$ cat src/rtl/core/pip_pkg.sv
// ----------------------------------------------------------------------------
// pip_pkg
// Shared types and codes for the point-in-polygon crossing-number block.
// ----------------------------------------------------------------------------
package pip_pkg;

  // Configuration register index width and codes
  localparam int unsigned CFG_IDX_BITS = 2;

  typedef enum logic [CFG_IDX_BITS-1:0] {
    CFG_QUERY_X = 2'd0,
    CFG_QUERY_Y = 2'd1
  } pip_cfg_idx_e;

  // Per-edge control flags, produced with the products
  typedef struct packed {
    logic straddle;  // edge crosses the horizontal line through the query
    logic den_pos;   // sign of yb - ya when straddling
  } pip_edge_flags_t;

endpackage

$ cat src/rtl/core/pip_rel_stage.sv
// ----------------------------------------------------------------------------
// pip_rel_stage
// Makes each vertex relative to the query point, keeps the first and
// previous vertex of the polygon and loads the first pipeline register.
// ----------------------------------------------------------------------------
module pip_rel_stage #(
  parameter int unsigned CoordBits = 16
) (
  input  logic                        clk_i,
  input  logic                        rst_ni,
  input  logic                        load_i,
  input  logic signed [CoordBits-1:0] vertex_x_i,
  input  logic signed [CoordBits-1:0] vertex_y_i,
  input  logic                        last_vertex_i,
  input  logic signed [CoordBits-1:0] query_x_i,
  input  logic signed [CoordBits-1:0] query_y_i,
  output logic signed [CoordBits:0]   cur_x_o,
  output logic signed [CoordBits:0]   cur_y_o,
  output logic signed [CoordBits:0]   prev_x_o,
  output logic signed [CoordBits:0]   prev_y_o,
  output logic signed [CoordBits:0]   first_x_o,
  output logic signed [CoordBits:0]   first_y_o,
  output logic                        has_prev_o,
  output logic                        last_o
);
  localparam int unsigned RelBits = CoordBits + 1;

  logic signed [RelBits-1:0] rel_x, rel_y;
  logic signed [RelBits-1:0] prev_x_q, prev_y_q, first_x_q, first_y_q;
  logic                      have_first_q;

  // exact difference, one extra bit
  assign rel_x = {vertex_x_i[CoordBits-1], vertex_x_i} - {query_x_i[CoordBits-1], query_x_i};
  assign rel_y = {vertex_y_i[CoordBits-1], vertex_y_i} - {query_y_i[CoordBits-1], query_y_i};

  always_ff @(posedge clk_i or negedge rst_ni) begin
    if (!rst_ni) begin
      have_first_q <= 1'b0;
    end else if (load_i) begin
      have_first_q <= ~last_vertex_i;
    end
  end

  always_ff @(posedge clk_i) begin
    if (load_i) begin
      prev_x_q <= rel_x;
      prev_y_q <= rel_y;
      if (!have_first_q) begin
        first_x_q <= rel_x;
        first_y_q <= rel_y;
      end
      // stage-1 payload
      cur_x_o    <= rel_x;
      cur_y_o    <= rel_y;
      prev_x_o   <= prev_x_q;
      prev_y_o   <= prev_y_q;
      first_x_o  <= have_first_q ? first_x_q : rel_x;
      first_y_o  <= have_first_q ? first_y_q : rel_y;
      has_prev_o <= have_first_q;
      last_o     <= last_vertex_i;
    end
  end

endmodule

$ cat src/rtl/core/pip_edge_mul.sv
// ----------------------------------------------------------------------------
// pip_edge_mul
// Cross products and straddle flags of one edge a->b.
// ----------------------------------------------------------------------------
module pip_edge_mul #(
  parameter int unsigned RelBits = 17
) (
  input  logic signed [RelBits-1:0]   xa_i,
  input  logic signed [RelBits-1:0]   ya_i,
  input  logic signed [RelBits-1:0]   xb_i,
  input  logic signed [RelBits-1:0]   yb_i,
  output logic signed [2*RelBits-1:0] xb_ya_o,
  output logic signed [2*RelBits-1:0] xa_yb_o,
  output pip_pkg::pip_edge_flags_t    flags_o
);
  import pip_pkg::*;

  logic ya_pos, yb_pos;

  assign ya_pos = ~ya_i[RelBits-1] & (|ya_i);
  assign yb_pos = ~yb_i[RelBits-1] & (|yb_i);

  assign xb_ya_o = xb_i * ya_i;
  assign xa_yb_o = xa_i * yb_i;

  assign flags_o.straddle = yb_pos ^ ya_pos;
  // when straddling, yb - ya > 0 exactly when yb > 0
  assign flags_o.den_pos  = yb_pos;

endmodule

$ cat src/rtl/core/pip_cross_eval.sv
// ----------------------------------------------------------------------------
// pip_cross_eval
// Sign test on registered products: does the edge cross left of the query.
// ----------------------------------------------------------------------------
module pip_cross_eval #(
  parameter int unsigned RelBits = 17
) (
  input  logic signed [2*RelBits-1:0] xb_ya_i,
  input  logic signed [2*RelBits-1:0] xa_yb_i,
  input  pip_pkg::pip_edge_flags_t    flags_i,
  output logic                        cross_o
);
  import pip_pkg::*;

  localparam int unsigned ProdBits = 2 * RelBits;

  logic signed [ProdBits:0] num;
  logic                     num_nz, num_pos;

  assign num     = {xb_ya_i[ProdBits-1], xb_ya_i} - {xa_yb_i[ProdBits-1], xa_yb_i};
  assign num_nz  = |num;
  assign num_pos = ~num[ProdBits] & num_nz;
  assign cross_o = flags_i.straddle & num_nz & (num_pos == flags_i.den_pos);

endmodule

$ cat src/rtl/core/point_in_polygon_ray_crossing.sv
// ----------------------------------------------------------------------------
// point_in_polygon_ray_crossing
// The accepted last vertex passes the stage-1 and stage-2 registers into the result register behind inside_res_o.
// Throughput: one vertex per cycle; stages hold only while a result waits.
// Relative coordinates feed the stage-1 register; products are registered in
// stage 2, and the sign tests feed the result register.
// Reset: query registers, valids, parity and first-vertex flag clear at once.
// ----------------------------------------------------------------------------
// Streams polygon vertices and classifies the configured query point with
// the even-odd crossing rule. Per vertex, the edge from the previous vertex
// is tested; on the last vertex the closing edge to the first is tested too.
// ----------------------------------------------------------------------------
module point_in_polygon_ray_crossing #(
  parameter int unsigned COORD_BITS = 16
) (
  input  logic                                clk_i,
  input  logic                                rst_ni,
  // vertex request channel
  input  logic                                in_valid_i,
  output logic                                in_ready_o,
  input  logic signed [COORD_BITS-1:0]        vertex_x_i,
  input  logic signed [COORD_BITS-1:0]        vertex_y_i,
  input  logic                                last_vertex_i,
  // result request channel
  output logic                                out_valid_o,
  input  logic                                out_ready_i,
  output logic                                inside_res_o,
  // configuration write channel
  input  logic                                cfg_valid_i,
  output logic                                cfg_ready_o,
  input  logic [pip_pkg::CFG_IDX_BITS-1:0]    cfg_index_i,
  input  logic [COORD_BITS-1:0]               cfg_data_i
);
  import pip_pkg::*;

  localparam int unsigned RelBits  = COORD_BITS + 1;
  localparam int unsigned ProdBits = 2 * RelBits;

  // --------------------------------------------------------------------------
  // Configuration: query point. Writes are always taken; unknown indexes
  // are dropped.
  // --------------------------------------------------------------------------
  logic signed [COORD_BITS-1:0] query_x_q, query_y_q;

  assign cfg_ready_o = 1'b1;

  always_ff @(posedge clk_i or negedge rst_ni) begin
    if (!rst_ni) begin
      query_x_q <= '0;
      query_y_q <= '0;
    end else if (cfg_valid_i) begin
      case (pip_cfg_idx_e'(cfg_index_i))
        CFG_QUERY_X: query_x_q <= cfg_data_i;
        CFG_QUERY_Y: query_y_q <= cfg_data_i;
        default: ;
      endcase
    end
  end

  // --------------------------------------------------------------------------
  // Flow control. A stage moves on when the next one is free. A non-last
  // vertex leaves the sign-test stage without a result, so only last
  // vertices wait for the output register.
  // --------------------------------------------------------------------------
  logic s1_v_q, s2_v_q, out_v_q;
  logic s2_last_q, s2_has_prev_q;
  logic out_free, s2_retire, s2_free, s1_free, in_acc;

  assign out_free   = ~out_v_q | out_ready_i;
  assign s2_retire  = s2_v_q & (~s2_last_q | out_free);
  assign s2_free    = ~s2_v_q | s2_retire;
  assign s1_free    = ~s1_v_q | s2_free;
  assign in_ready_o = s1_free;
  assign in_acc     = in_valid_i & s1_free;

  // --------------------------------------------------------------------------
  // Stage 1: relative coordinates and polygon bookkeeping
  // --------------------------------------------------------------------------
  logic signed [RelBits-1:0] s1_cur_x, s1_cur_y, s1_prev_x, s1_prev_y;
  logic signed [RelBits-1:0] s1_first_x, s1_first_y;
  logic                      s1_has_prev, s1_last;

  pip_rel_stage #(
    .CoordBits (COORD_BITS)
  ) u_rel (
    .clk_i         (clk_i),
    .rst_ni        (rst_ni),
    .load_i        (in_acc),
    .vertex_x_i    (vertex_x_i),
    .vertex_y_i    (vertex_y_i),
    .last_vertex_i (last_vertex_i),
    .query_x_i     (query_x_q),
    .query_y_i     (query_y_q),
    .cur_x_o       (s1_cur_x),
    .cur_y_o       (s1_cur_y),
    .prev_x_o      (s1_prev_x),
    .prev_y_o      (s1_prev_y),
    .first_x_o     (s1_first_x),
    .first_y_o     (s1_first_y),
    .has_prev_o    (s1_has_prev),
    .last_o        (s1_last)
  );

  // --------------------------------------------------------------------------
  // Stage 2: products for the incoming edge (prev->cur) and the closing
  // edge (cur->first); two multipliers per edge.
  // --------------------------------------------------------------------------
  logic signed [ProdBits-1:0] in_p0, in_p1, cl_p0, cl_p1;
  pip_edge_flags_t            in_flags, cl_flags;

  pip_edge_mul #(
    .RelBits (RelBits)
  ) u_mul_in (
    .xa_i    (s1_prev_x),
    .ya_i    (s1_prev_y),
    .xb_i    (s1_cur_x),
    .yb_i    (s1_cur_y),
    .xb_ya_o (in_p0),
    .xa_yb_o (in_p1),
    .flags_o (in_flags)
  );

  pip_edge_mul #(
    .RelBits (RelBits)
  ) u_mul_close (
    .xa_i    (s1_cur_x),
    .ya_i    (s1_cur_y),
    .xb_i    (s1_first_x),
    .yb_i    (s1_first_y),
    .xb_ya_o (cl_p0),
    .xa_yb_o (cl_p1),
    .flags_o (cl_flags)
  );

  logic signed [ProdBits-1:0] s2_in_p0_q, s2_in_p1_q, s2_cl_p0_q, s2_cl_p1_q;
  pip_edge_flags_t            s2_in_flags_q, s2_cl_flags_q;

  always_ff @(posedge clk_i or negedge rst_ni) begin
    if (!rst_ni) begin
      s1_v_q <= 1'b0;
      s2_v_q <= 1'b0;
    end else begin
      if (s1_free) s1_v_q <= in_valid_i;
      if (s2_free) s2_v_q <= s1_v_q;
    end
  end

  always_ff @(posedge clk_i) begin
    if (s2_free) begin
      s2_in_p0_q    <= in_p0;
      s2_in_p1_q    <= in_p1;
      s2_cl_p0_q    <= cl_p0;
      s2_cl_p1_q    <= cl_p1;
      s2_in_flags_q <= in_flags;
      s2_cl_flags_q <= cl_flags;
      s2_has_prev_q <= s1_has_prev;
      s2_last_q     <= s1_last;
    end
  end

  // --------------------------------------------------------------------------
  // Stage 3: sign tests, parity and result register
  // --------------------------------------------------------------------------
  logic in_cross, cl_cross;
  logic parity_q, parity_new;
  logic inside_q;

  pip_cross_eval #(
    .RelBits (RelBits)
  ) u_eval_in (
    .xb_ya_i (s2_in_p0_q),
    .xa_yb_i (s2_in_p1_q),
    .flags_i (s2_in_flags_q),
    .cross_o (in_cross)
  );

  pip_cross_eval #(
    .RelBits (RelBits)
  ) u_eval_close (
    .xb_ya_i (s2_cl_p0_q),
    .xa_yb_i (s2_cl_p1_q),
    .flags_i (s2_cl_flags_q),
    .cross_o (cl_cross)
  );

  // first vertex has no incoming edge; closing edge only on the last vertex
  assign parity_new = parity_q ^ (s2_has_prev_q & in_cross) ^ (s2_last_q & cl_cross);

  always_ff @(posedge clk_i or negedge rst_ni) begin
    if (!rst_ni) begin
      parity_q <= 1'b0;
      out_v_q  <= 1'b0;
    end else begin
      if (s2_retire) begin
        parity_q <= s2_last_q ? 1'b0 : parity_new;
      end
      if (s2_retire && s2_last_q) begin
        out_v_q <= 1'b1;
      end else if (out_ready_i) begin
        out_v_q <= 1'b0;
      end
    end
  end

  always_ff @(posedge clk_i) begin
    if (s2_retire && s2_last_q) begin
      inside_q <= parity_new;
    end
  end

  assign out_valid_o  = out_v_q;
  assign inside_res_o = inside_q;

  // --------------------------------------------------------------------------
  // Assertions
  // --------------------------------------------------------------------------
  a_in_lands_s1 : assert property (@(posedge clk_i) disable iff (!rst_ni)
    in_acc |=> s1_v_q)
    else $error("accepted vertex did not reach stage 1");

  a_parity_clear : assert property (@(posedge clk_i) disable iff (!rst_ni)
    (s2_retire && s2_last_q) |=> !parity_q)
    else $error("parity not cleared after polygon end");

  a_out_from_last : assert property (@(posedge clk_i) disable iff (!rst_ni)
    $rose(out_v_q) |-> $past(s2_v_q && s2_last_q))
    else $error("result raised without a last vertex");

  a_no_overwrite : assert property (@(posedge clk_i) disable iff (!rst_ni)
    (out_v_q && !out_ready_i) |-> !(s2_retire && s2_last_q))
    else $error("pending result overwritten");

endmodule
$ cat config.mk
export PLATFORM = sky130hd
export DESIGN_NAME = point_in_polygon_ray_crossing
export DESIGN_NICKNAME = d
export VERILOG_FILES = /design/src/rtl/core/pip_pkg.sv /design/src/rtl/core/pip_rel_stage.sv /design/src/rtl/core/pip_edge_mul.sv /design/src/rtl/core/pip_cross_eval.sv /design/src/rtl/core/point_in_polygon_ray_crossing.sv
export SDC_FILE = /design/constraint.sdc
export NUM_CORES = 2
export LEC_CHECK = 0
export ABC_AREA = 0
export BUFFER_PORTS_ARGS = -buffer_cell sky130_fd_sc_hd__buf_4
export CAP_MARGIN = 5
export CORE_UTILIZATION = 35
export DETAILED_ROUTE_END_ITERATION = 10
export PLACE_DENSITY = 0.46
export SYNTH_ARGS = -nofsm -noshare
export SYNTH_HDL_FRONTEND = slang
export SYNTH_SLANG_ARGS = --single-unit
export TNS_END_PERCENT = 1
$ cat constraint.sdc
create_clock -name clk_i -period 8.2 [get_ports clk_i]
set_input_delay 0.82 -clock clk_i [delete_from_list [all_inputs] [get_ports clk_i]]
set_output_delay 0.82 -clock clk_i [all_outputs]
set_load 0.01 [all_outputs]
# == After elaboration in Yosys (flattened, before gate mapping) ==
# Cells that the tools add are included.
# totals
in_bits,56
ff_bits,284
# op_classes
mux,5
bitwise,32
addsub,4
reduce_logical,11
multipliers,4
n_eq_ne,3
# ops
cell,n
multiplier 17 x 17 -> 34 bit,4
OR reduction 35 bit,2
subtractor 34 x 34 -> 35 bit,2
OR reduction 17 bit,3
2-to-1 mux 17 bit,2
subtractor 16 x 16 -> 17 bit,2
bitwise AND 1 bit,13
inverter 1 bit,11
AND reduction 2 bit,3
OR 1 bit,4
bitwise XOR 1 bit,4
2-to-1 mux 1 bit,3
equality test 1 bit,2
equality test 2 x 1 -> 1 bit (second input constant),1
logical NOT 2 bit,1
nonzero test 2 bit,1
logical AND 1 bit,1

# == Longest topological paths before layout ==
# depth
depth_word,9
mapped_depth,28
depth_no_buf,27

# == Hierarchy ==
# Synthesis repeated with hierarchy kept, for this count alone.
# unflattened
hier_cells,6001
area_unflattened_um2,58452.3
# by_module_without_submodules
mod,seq_area_each_um2,cells_per_inst,n_inst,area_per_inst_um2
pip_edge_mul (u_mul_in),0.0,2395,1,21954.8
pip_edge_mul (u_mul_close),0.0,2336,1,21534.4
point_in_polygon_ray_crossing,5195.0,235,1,5725.5
pip_rel_stage,3148.0,353,1,4860.9
pip_cross_eval,0.0,341,2,2188.3

# == Worst setup path before layout ==
# OpenSTA, ideal clock, no wires.
# synth_path
kind,reg-to-reg
start,register u_rel.prev_y_o[8]
end,"register s2_in_p0_q[33], data pin"
path_buffers,2
synth_period_minus_slack_ns,6.754
setup_slack_ns,1.446
path_stages_with_launch,28
setup_time_ns,0.259
arrival_time_ns,6.495
cell_sequence,edfxtp_1 > clkbuf_1 > clkbuf_1 > nand2_1 > fa_1 > inv_1 > fa_1 > inv_1 > fa_1 > inv_1 > fa_1 > fa_1 > inv_1 > fa_1 > inv_1 > ha_1 > and3_1 > a221o_1 > a21oi_1 > o21ai_1 > a31o_2 > nand2_1 > a31oi_1 > nand2b_1 > or3_1 > a31oi_1 > o21ai_1 > xnor2_1
# synth_via
elab_chain_cells,1
# synth_lines
element,line,rtl
"start, declared",pip_rel_stage.sv:20,"output logic signed [CoordBits:0] prev_y_o,"
"start signal, assigned",pip_rel_stage.sv:56,prev_y_o <= prev_y_q;
multiplier 17 x 17 -> 34 bit,pip_edge_mul.sv:23,assign xb_ya_o = xb_i * ya_i;
net in_p0[33],point_in_polygon_ray_crossing.sv:108,"logic signed [ProdBits-1:0] in_p0, in_p1, cl_p0, cl_p1;"
"end signal, assigned",point_in_polygon_ray_crossing.sv:150,s2_in_p0_q <= in_p0;
"end, declared",point_in_polygon_ray_crossing.sv:135,"logic signed [ProdBits-1:0] s2_in_p0_q, s2_in_p1_q, s2_cl_p0_q, s2_cl_p1_q;"
# The timed path passes the listed nets, and every way through them passes these cells.
# A chain may end at the register's enable or synchronous reset.

# == Final worst setup path ==
# layout_path
start,register u_rel.cur_x_o[8]
end,"register s2_in_p0_q[30], data pin"
# layout_via
elab_chain_cells,1
# layout_lines
element,line,rtl
"start, declared",pip_rel_stage.sv:17,"output logic signed [CoordBits:0] cur_x_o,"
"start signal, assigned",pip_rel_stage.sv:53,cur_x_o <= rel_x;
multiplier 17 x 17 -> 34 bit,pip_edge_mul.sv:23,
net in_p0[30],point_in_polygon_ray_crossing.sv:108,
# The timed path passes the listed nets, and every way through them passes these cells.

==> metrics.log <==
INFO  metric rsz0062_at_grt = false
INFO  metric final_cells = around 8k
INFO  metric grt_pass1_vias = approximately 43k
INFO  metric dpl.cell_count = just over 8k
INFO  metric core_area = between 150000 and 200000 um2
INFO  metric worst_clock_skew = 0.0617 ns
INFO  metric cts_buffers = 36
INFO  metric reg2reg_slack = 0.60 ns
INFO  metric synth.net_count = between 7k and 8k
INFO  metric route.detailed.vias_per_inst = roughly 4.9
INFO  metric synth_cell_type_count = between 80 and 90
INFO  metric synth_top_family_by_area = adder cells
INFO  metric final_core_occ = between 30% and 40%
INFO  metric slowest_stage = sky130_fd_sc_hd__edfxtp_1
INFO  metric synthesis.instances = between 5k and 6k
INFO  metric synth.most_common_cell = sky130_fd_sc_hd__inv_1
INFO  metric post-route-drc-count = 0
INFO  metric min_period_over_period = around 93%
INFO  metric clk_pin_slew = about 0.060 ns
INFO  metric final.hold.worst_slack = around 0.24 ns
INFO  metric num_rows = 148
INFO  metric crit_start_category = flop
INFO  metric drt-pass1-iter-count = 7
INFO  metric path_class = flop to flop
INFO  metric post_cts_hold_buffer_count = 0
INFO  metric drive_gt1_share = 4.71%
INFO  metric tritoncts_num_sinks = 284
INFO  metric antenna_violating_nets_post_route = 0
INFO  metric clock_path_buffers = 3
INFO  metric gp_congestion = 0.880
INFO  metric worstPathArrival = about 7.9 ns
INFO  metric cts-resized-gates = 0
INFO  metric regToRegStartpoint = u_rel.cur_x_o[8]
INFO  metric largest_cells_by_area_after_synthesis = sky130_fd_sc_hd__fa_1, sky130_fd_sc_hd__edfxtp_1, sky130_fd_sc_hd__ha_1
INFO  metric postCtsSetupBuffers = 0
INFO  metric synth_area_per_cell = between 9 and 10 um2
INFO  metric timing.reg2reg.worst_path_depth = 20
INFO  metric synth_ff_type = sky130_fd_sc_hd__edfxtp_1
INFO  metric floorplan.io_pins = 60
INFO  metric setup_tns = 0 ns
INFO  metric die_span_y = approximately 400 um
INFO  metric initial_core_util = a little over a third
INFO  metric htree_num_levels = 2
INFO  metric synth-edff-count = ~250
INFO  metric flow.area_growth_from_synthesis = 7.87%
INFO  metric synth.top_cell.area_share = 41.2%
INFO  metric cp_slowest_stage_delay = a little under 0.8 ns
INFO  metric detailroute.via_count = approximately 40k
INFO  metric grt_remaining_overflow = 0
INFO  metric fp.dieArea = around 170000 um2
INFO  metric fraction_of_the_mapped_netlist_area_in_compound_gates = around 6.4%
INFO  metric count_of_buffers_from_port_buffering = slightly below 60
INFO  metric die_w = just over 400 um
INFO  metric timing_hold_violations_final = 0
INFO  metric design.final.nets = approximately 7.6k
INFO  metric routed_wire_length_per_instance = roughly 21 um
INFO  metric clk_latency = 0.60 ns
INFO  metric post-dp-hpwl = about 140000 um
INFO  metric asyncSetResetFlopFracSynth = about an eighth
INFO  metric yosysTopAreaCell = sky130_fd_sc_hd__fa_1
INFO  metric path_max_fanout = 26
INFO  metric grt_start_max_net_pins = 70
INFO  metric final-setup-viol-count = 0
INFO  metric worst_ep_required_time = ~8.5 ns
INFO  metric initial_antenna_violation_count = 11
INFO  metric worst_path_most_repeated_cell = sky130_fd_sc_hd__fa_1
INFO  metric crit_end_category = flop
INFO  metric cts_tree = done
INFO  metric ys_seq_area_share = between 10% and 20%
INFO  metric dr.first_iter.drc_count = 2373
INFO  metric drv_cap = 0
INFO  metric finalWirelength = about 170000 um
INFO  metric report.final.slew_viol_count = 0
INFO  metric synth_adder_area_share = about half
INFO  metric ys.warnings.count = 0
INFO  metric synth.ff_latch_count = 284
INFO  metric critical_path.reg2reg.endpoint = s2_in_p0_q[30]
INFO  metric max_slew.worst_pin.slew = 1.14 ns
INFO  metric synthesis.area = 57600 um2
INFO  metric achievable-frequency = around 0.13 GHz
INFO  metric synth-simple-area-share = between 10% and 20%
INFO  metric clockRootBuffer = sky130_fd_sc_hd__clkbuf_16
INFO  metric grt_pass1_wl = between 200000 and 300000 um
INFO  metric timing.critical_path.cells = buf_4 -> nand2_1 -> fa_1 -> inv_1 -> fa_1 -> fa_1 -> fa_1 -> fa_1 -> inv_1 -> fa_1 -> inv_1 -> ha_1 -> nand4_1 -> o21bai_1 -> a311oi_1 -> buf_4 -> a21o_1 -> a31oi_1 -> o31ai_1 -> xor2_1
INFO  metric layout_min_cycle_time = approximately 7.6 ns
INFO  metric worst_hold_path_class = input pin to async pin
INFO  metric gr-usage-all-layers = 21.2%
INFO  metric yosys.area_share.xor_xnor = about 2.8%
INFO  metric synth.mux.area_fraction = 0.528%
INFO  metric run_status = completed
INFO  metric relative_slew_margins = roughly a quarter
INFO  metric synth.top_cells.by_count = sky130_fd_sc_hd__inv_1, sky130_fd_sc_hd__fa_1, sky130_fd_sc_hd__nand2_1
INFO  metric fillCellCount = between 15k and 20k
-- layout by cell type, fill, tap and decap left out, types with 53 or more instances in the layout --
cell / netlist / routed
sky130_fd_sc_hd__a21oi_1: 136 / 136
sky130_fd_sc_hd__buf_4: 2 / 155
sky130_fd_sc_hd__o21ai_0: 124 / 124
sky130_fd_sc_hd__ha_1: 440 / 440
sky130_fd_sc_hd__fa_1: 1186 / 1186
sky130_fd_sc_hd__inv_1: 1340 / 1339
sky130_fd_sc_hd__nand2_1: 635 / 635
sky130_fd_sc_hd__and2_1: 588 / 588
sky130_fd_sc_hd__nand2b_1: 53 / 53
sky130_fd_sc_hd__a21o_1: 70 / 70
sky130_fd_sc_hd__xnor2_1: 134 / 134
sky130_fd_sc_hd__edfxtp_1: 247 / 247
sky130_fd_sc_hd__nor2_1: 193 / 192
-- kinds of logic after synthesis --
family	after synthesis
XOR/XNOR	181
multiplexers	28
flip-flops	284
AND/OR/NAND/NOR	1694
other	1
AO/OA/AOI/OAI	558
adder cells (fa/ha/maj)	1626
buffers and inverters	1561
-- cell type report --
cell class | instances | area (um2) | share of cell area [%]
timing repair buffer | 166 | 1380 | 2.23
antenna | 3 | 7.51 | 0.0121
sequential | 284 | 8340 | 13.4
clock buffer | 40 | 926 | 1.49
multi-input combinational | 4088 | 43400 | 69.9
clock inverter | 25 | 303 | 0.488
inverter | 1342 | 5040 | 8.11
tap | 2175 | 2720 | 4.38
-- registers in the layout, summed over array words and instances (netlist names), 2 cells and up --
signal,count
s2_in_p0_q,34
u_rel.cur_y_o,17
u_rel.prev_x_o,17
s2_in_flags_q,2
u_rel.cur_x_o,17
u_rel.prev_y_o,17
s2_cl_flags_q,2
s2_in_p1_q,34
u_rel.first_y_o,17
s2_cl_p0_q,34
query_x_q,16
s2_cl_p1_q,34
query_y_q,16
u_rel.first_x_o,17
-- per-stage QoR --
stage                     cell area [um2]  setup WS (ns)
after global placement              60900          0.313
after CTS                           62100          0.326
after detailed placement            60900          0.437
final                               62100          0.597
after floorplan                     57600           1.45
after global routing                62100          0.257
-- per-layer routing --
metal / share of wire (%) / global-route usage, % / vias to the layer above
met3: 5.2 / 3.07 / 161
li1: - / - / 18100
met2: 44 / 32.9 / 845
met1: 48 / 31.1 / 20400
met4: 2.6 / 5.11 / 2
met5: 0.012 / 0 / -
-- worst max path at each step --
stage | startpoint | to | slack [ns] | cells after the start
after global placement | u_rel.cur_x_o[9] | s2_in_p0_q[30] | 0.31 | 21
final | u_rel.cur_x_o[8] | s2_in_p0_q[30] | 0.60 | 20
after global routing | u_rel.cur_x_o[7] | s2_in_p0_q[30] | 0.26 | 20
after CTS | u_rel.cur_x_o[8] | s2_in_p0_q[30] | 0.33 | 20
after detailed placement | u_rel.cur_x_o[10] | s2_in_p0_q[30] | 0.44 | 21
after floorplan | u_rel.prev_y_o[8] | s2_in_p0_q[33] | 1.45 | 27
-- critical path: cells and delay by family (launching register included) --
kind | cells | cell delay, ns
DFF | 1 | 0.78
AOI/OAI and AO/OA | 5 | 1.46
and+or+nand+nor | 2 | 0.30
xor gates and xnor gates | 1 | 0.48
adders and majority gates | 7 | 3.46
buffers and inverters | 5 | 0.84
Power is left out: the tool's default activity adds up to more than one toggle a clock period on the data nets, which glitch-free logic cannot reach.
